===== src/rtl/wvn_pkg.sv =====
package wvn_pkg;

  // Largest window side; wider sides saturate to it
  localparam int MAX_SIDE   = 64;

  // Fixed field widths
  localparam int WORD_W     = 32;
  localparam int SIDE_W     = 7;
  localparam int STD_W      = 17;
  localparam int ROOT_W     = 16;
  localparam int SQREM_W    = 18;

  // Widths that follow from the side limit
  localparam int NM1_W      = $clog2(MAX_SIDE);
  localparam int SIDEC_W    = NM1_W + 1;
  localparam int N_W        = 2 * NM1_W;
  localparam int D_W        = 4 * NM1_W;

  // Pipeline depths
  localparam int VAR_STEPS  = 2 * WORD_W;
  localparam int MEAN_STEPS = WORD_W;
  localparam int SQRT_STEPS = ROOT_W;

  // Stream widths
  localparam int IN_DATA_W  = 168;
  localparam int OUT_DATA_W = 120;

  // Configuration register indexes
  localparam logic [7:0] CFG_VAR_FLOOR = 8'd0;
  localparam logic [7:0] CFG_STD_FLOOR = 8'd1;
  localparam logic [7:0] CFG_MEAN_LOW  = 8'd2;
  localparam logic [7:0] CFG_MEAN_HIGH = 8'd3;

  // Front stage: box sum and clamped side
  typedef struct packed {
    logic              valid;
    logic [WORD_W-1:0] sum;
    logic [WORD_W-1:0] sq;
    logic [NM1_W-1:0]  nm1;
    logic              zero;
  } f0_stage_t;

  // Pixel count and squared sum
  typedef struct packed {
    logic                valid;
    logic [WORD_W-1:0]   sum;
    logic [WORD_W-1:0]   sq;
    logic [N_W-1:0]      n;
    logic                zero;
    logic [2*WORD_W-1:0] sum2;
  } f1_stage_t;

  // Scaled square sum and divisor of the variance
  typedef struct packed {
    logic                valid;
    logic [WORD_W-1:0]   sum;
    logic [N_W-1:0]      n;
    logic                zero;
    logic [2*WORD_W-1:0] sum2;
    logic [2*WORD_W-1:0] nsq;
    logic [D_W-1:0]      d;
  } f2_stage_t;

  // One restoring division step for both quotients
  typedef struct packed {
    logic                valid;
    logic [WORD_W-1:0]   sum;
    logic [N_W-1:0]      n;
    logic [D_W-1:0]      d;
    logic                zero;
    logic [WORD_W-1:0]   mword;
    logic [N_W-1:0]      mrem;
    logic [2*WORD_W-1:0] vword;
    logic [D_W-1:0]      vrem;
  } div_stage_t;

  // One square root digit step
  typedef struct packed {
    logic               valid;
    logic [WORD_W-1:0]  sum;
    logic [WORD_W-1:0]  mean;
    logic [WORD_W-1:0]  var_q;
    logic [WORD_W-1:0]  vsh;
    logic [ROOT_W-1:0]  root;
    logic [SQREM_W-1:0] rem;
  } sq_stage_t;

endpackage


===== src/rtl/wvn_sqrt_pipe.sv =====
module wvn_sqrt_pipe (
  input  logic                clk,
  input  logic                rst_n,
  input  logic                en,
  input  wvn_pkg::sq_stage_t  in_stage,
  output wvn_pkg::sq_stage_t  out_stage
);
  import wvn_pkg::*;

  sq_stage_t sp_r [0:SQRT_STEPS-1];

  // Take one root bit from the next two variance bits
  function automatic sq_stage_t sq_step(sq_stage_t s);
    sq_stage_t          o;
    logic [SQREM_W+1:0] r;
    logic [SQREM_W+1:0] trial;
    o     = s;
    r     = {s.rem, s.vsh[WORD_W-1 -: 2]};
    trial = {2'b00, s.root, 2'b01};
    o.vsh = {s.vsh[WORD_W-3:0], 2'b00};
    if (r >= trial) begin
      r      = r - trial;
      o.root = {s.root[ROOT_W-2:0], 1'b1};
    end else begin
      o.root = {s.root[ROOT_W-2:0], 1'b0};
    end
    o.rem = r[SQREM_W-1:0];
    return o;
  endfunction

  // Advance all digit stages together
  always_ff @(posedge clk) begin
    if (!rst_n) begin
      for (int k = 0; k < SQRT_STEPS; k++) begin
        sp_r[k].valid <= 1'b0;
      end
    end else if (en) begin
      sp_r[0] <= sq_step(in_stage);
      for (int k = 1; k < SQRT_STEPS; k++) begin
        sp_r[k] <= sq_step(sp_r[k-1]);
      end
    end
  end

  assign out_stage = sp_r[SQRT_STEPS-1];

endmodule


===== config.mk =====
export PLATFORM = sky130hd
export DESIGN_NAME = wvn_sqrt_pipe
export DESIGN_NICKNAME = d
export VERILOG_FILES = /design/src/rtl/wvn_pkg.sv /design/src/rtl/wvn_sqrt_pipe.sv
export SDC_FILE = /design/constraint.sdc
export NUM_CORES = 2
export LEC_CHECK = 0
export BUFFER_PORTS_ARGS = -buffer_cell sky130_fd_sc_hd__buf_2
export CAP_MARGIN = 10
export CORE_MARGIN = 2
export CORE_UTILIZATION = 34
export CTS_BUF_LIST = sky130_fd_sc_hd__clkbuf_4 sky130_fd_sc_hd__clkbuf_8
export DETAILED_ROUTE_END_ITERATION = 12
export PLACE_DENSITY = 0.45
export SLEW_MARGIN = 15
export SYNTH_ARGS = -nofsm -noshare
export SYNTH_HDL_FRONTEND = slang
export SYNTH_SLANG_ARGS = --single-unit
export TNS_END_PERCENT = 20

===== constraint.sdc =====
create_clock -name clk -period 176.8 [get_ports clk]
set_clock_uncertainty 0.1 [all_clocks]
set_input_delay 8.84 -clock clk [delete_from_list [all_inputs] [get_ports clk]]
set_output_delay 8.84 -clock clk [all_outputs]
set_load 0.02 [all_outputs]

==> impl_metrics.yaml <==
status:
  status: "finished clean"
place:
  io_buffers: 296
  placed_cell_area_sq_um: 94000
  routabilityCongestion: 0.862
  dp_slack_ps: 162120
  hpwlAfterDp_microns: 86800
drt:
  via_per_inst: 4.43
  dr.pass1.iters: 7
  wire_per_inst_microns: 15.2
  postRouteAntennaNets: 0
  postRouteWirelength_microns: 144000
  drt_iter0_drc: 2813
  num_vias: 42000
  drc_errors: 0
floorplanning:
  start_util: 0.341
  die_h_microns: 516
  ios: 329
  fp.dieArea_sq_um: 267000
  num_rows: 188
  die_x_microns: 516
  core_sq_um: 262000
worst_hold_path:
  hp-start: "sp_r[0][745]"
  hp-class: "flip-flop to flip-flop"
clock_tree:
  path_clk_slew_ps: 60
  cts_buffers: 400
  clk_path_buf_depth: 4
  cts_sinks: 2336
  ctsRootBufferMaster: "clkbuf_8"
  postCtsSetupRepairBufs: 0
  cts_tree: "yes"
  cts_hold_buffers: 0
  clkLatencyLatePin_ps: 1010
  cts-htree-levels: 5
  cts_resized: 0
worst_setup_path:
  required_ps: 177300
  worst-path-buf-inv: 6
  start_kind: "input port"
  reg2reg_from: "sp_r[1][172]"
  cpMostUsedCell: "buf_4"
  path_cells: "buf_2 > and2_4 > buf_12 > buf_4 > buf_4 > buf_4 > buf_12"
  crit_family: "buffers and inverters"
  critical_path_arrival_ps: 14060
  critPathLaunch: "en"
  path_class: "input port to flip-flop"
  slowest_stage: "buf_4"
  crit_path_max_fanout: 197
  critPathCaptureType: "flip-flop"
  slowest_delay_ps: 910
synth:
  avgSynthCellArea_sq_um: 17.5
  async_flop_share: 0
  synth_mux_area_frac: 0.0213
  yosys_warnings: 0
  synthAdderAreaFrac: 0.0404
  synth_cell_types: 85
  netlist_area_sq_um: 89200
  synth_compound_area_frac: 0.0626
  synth-seq-cells: 2336
  synthSimpleGateAreaFrac: 0.0359
  synth-main-ff-cell: "edfxtp_1"
  synthXorXnorAreaFrac: 0.0217
  ys_seq_area_frac: 0.785
  synth_top_family_by_area: "compound AO/OA/AOI/OAI gates"
  synth_edf_count: 2327
  netlist_instances: 5107
grt:
  grt_pass1_wl_microns: 227000
  grt_max_degree: 212
  grt_pass1_vias: 42900
  grt_antenna_before_repair: 11
  grt-ovfl-total: 0
  grtUsageTotal: 0.105
timing:
  rsz0062_at_grt: "no"
  relSlewSlack: 0.263
  min_period_ps: 13560
  setup_violations: 0
  period_share: 0.0767
  hold_viol: 0
  finalMaxSlewViolations: 0
  timing.fmax_mhz: 73.7
  setup_slack_ps: 163240
  setup_tns_ps: 0
  tightest_slew_ps: 1110
power:
  power_density_nw_per_um2: 12.1
  power_mw: 1.23
  leakage_nw: 36.1
  max-vdd-ir-drop_uv: 6.28
final_layout:
  utilization: 0.389
  top_register: "sp_r"
  area_growth_pct: 14.1
  fillers: 24300
  finalNetCount: 6097
  drive_gt1_frac: 0.180
  largest_reg_flops: 2336
  final_cell_area_sq_um: 102000
  top_regs: "sp_r: 2336 flops"
flow_run:
  max_cap_violations: 0
report_power, final:
group | internal (mW) | switching (mW) | total (mW)
logic | 0.0409 | 0.0601 | 0.101
registers | 0.643 | 0.00971 | 0.652
clock network | 0.257 | 0.218 | 0.475
path summary, 6_finish.rpt:
| check | to | slack [ps] | cells past startpoint |
|---|---|---|---|
| worst max-delay path | sp_r[1][77] | 163240 | 7 |
| worst min-delay path | sp_r[0][906] | 290 | 0 |
| worst max register to register | sp_r[1][332] | 173010 | 8 |
| worst min register to register | sp_r[0][906] | 290 | 0 |
Yosys cell counts (all sizes together), types with 7 or more instances:
| library cell | count | area share |
|---|---|---|
| a211oi | 40 | 0.0034 |
| a21o | 76 | 0.0064 |
| a21oi | 226 | 0.013 |
| a221oi | 9 | 0.00088 |
| a22oi | 8 | 0.00067 |
| a311oi | 9 | 0.0015 |
| a31oi | 20 | 0.0016 |
| a41o | 10 | 0.0011 |
| and2 | 29 | 0.0020 |
| and3 | 19 | 0.0013 |
| and4 | 19 | 0.0019 |
| buf | 197 | 0.016 |
| clkbuf | 26 | 0.0011 |
| dfxtp | 9 | 0.0020 |
| edfxtp | 2327 | 0.78 |
| ha | 288 | 0.040 |
| inv | 365 | 0.015 |
| mux2 | 150 | 0.019 |
| mux2i | 21 | 0.0024 |
| nand2 | 184 | 0.0077 |
| nand2b | 31 | 0.0022 |
| nand3 | 47 | 0.0026 |
| nand3b | 8 | 0.00067 |
| nand4 | 21 | 0.0015 |
| nor2 | 144 | 0.0061 |
| nor2b | 48 | 0.0034 |
| nor3 | 59 | 0.0034 |
| o211ai | 39 | 0.0033 |
| o21a | 59 | 0.0050 |
| o21ai | 214 | 0.013 |
| o21bai | 33 | 0.0028 |
| o22ai | 13 | 0.00091 |
| o31ai | 31 | 0.0028 |
| or2 | 7 | 0.00049 |
| or3 | 13 | 0.00091 |
| or4 | 7 | 0.00059 |
| xnor2 | 142 | 0.014 |
| xor2 | 79 | 0.0078 |
layout make-up:
class | count | area (sq um) | area share
Multi-Input combinational cell | 2214 | 16400 | 0.161
Sequential cell | 2336 | 70100 | 0.688
Clock inverter | 199 | 1380 | 0.0135
Tap cell | 3515 | 4400 | 0.0432
Inverter | 365 | 1370 | 0.0135
Clock buffer | 529 | 6480 | 0.0636
Timing Repair Buffer | 326 | 1780 | 0.0175
Antenna cell | 1 | 2.50 | 0.0000246
metrics by stage:
step,cells,hold WS (ps)
floorplan,5138,300
global placement,8756,300
detailed placement,8756,305
CTS,9484,282
global route,9485,271
finish,9485,292
worst reg2reg max path, cell delays in order (launching register included):
cell      delay (ps)
edfxtp_1         420
ha_1             400
a21oi_1          230
o21ai_0          260
a41oi_1          430
a31oi_2          190
o21ai_2          280
and2_1           770
mux2_2           440
routing by layer:
metal | track usage | wire [microns] | vias up
li1 | - | - | 20400
met2 | 0.170 | 67000 | 903
met4 | 0.0549 | 6700 | 2
met1 | 0.132 | 63400 | 20200
met3 | 0.0235 | 6880 | 428
met5 | 0 | 13 | -
cell usage in the layout, fill, tap and decap left out, drive strengths merged, types with 10 or more instances in the layout:
cell type	count
a31oi	20
bufinv	11
ha	288
xor2	79
nor2	144
edfxtp	2327
and3	19
nor3	59
clkinv	160
buf	326
o31ai	31
and2	29
a41o	10
nand3	47
nand2b	31
o21bai	33
a21oi	226
o21ai	214
o211ai	39
nand4	21
and4	19
mux2	150
inv	384
nand2	184
clkbuf	529
mux2i	21
or3	13
a211oi	40
nor2b	48
a21o	76
o21a	59
xnor2	142
o22ai	13
conb	32
logic make-up after synthesis:
family,after synthesis
simple gates,648
compound gates,854
flops,2336
xor+xnor,221
other cells,1
buf+inv,588
fa+ha+maj,288
mux,171
Note: power is estimated with default switching activity, not from simulation.
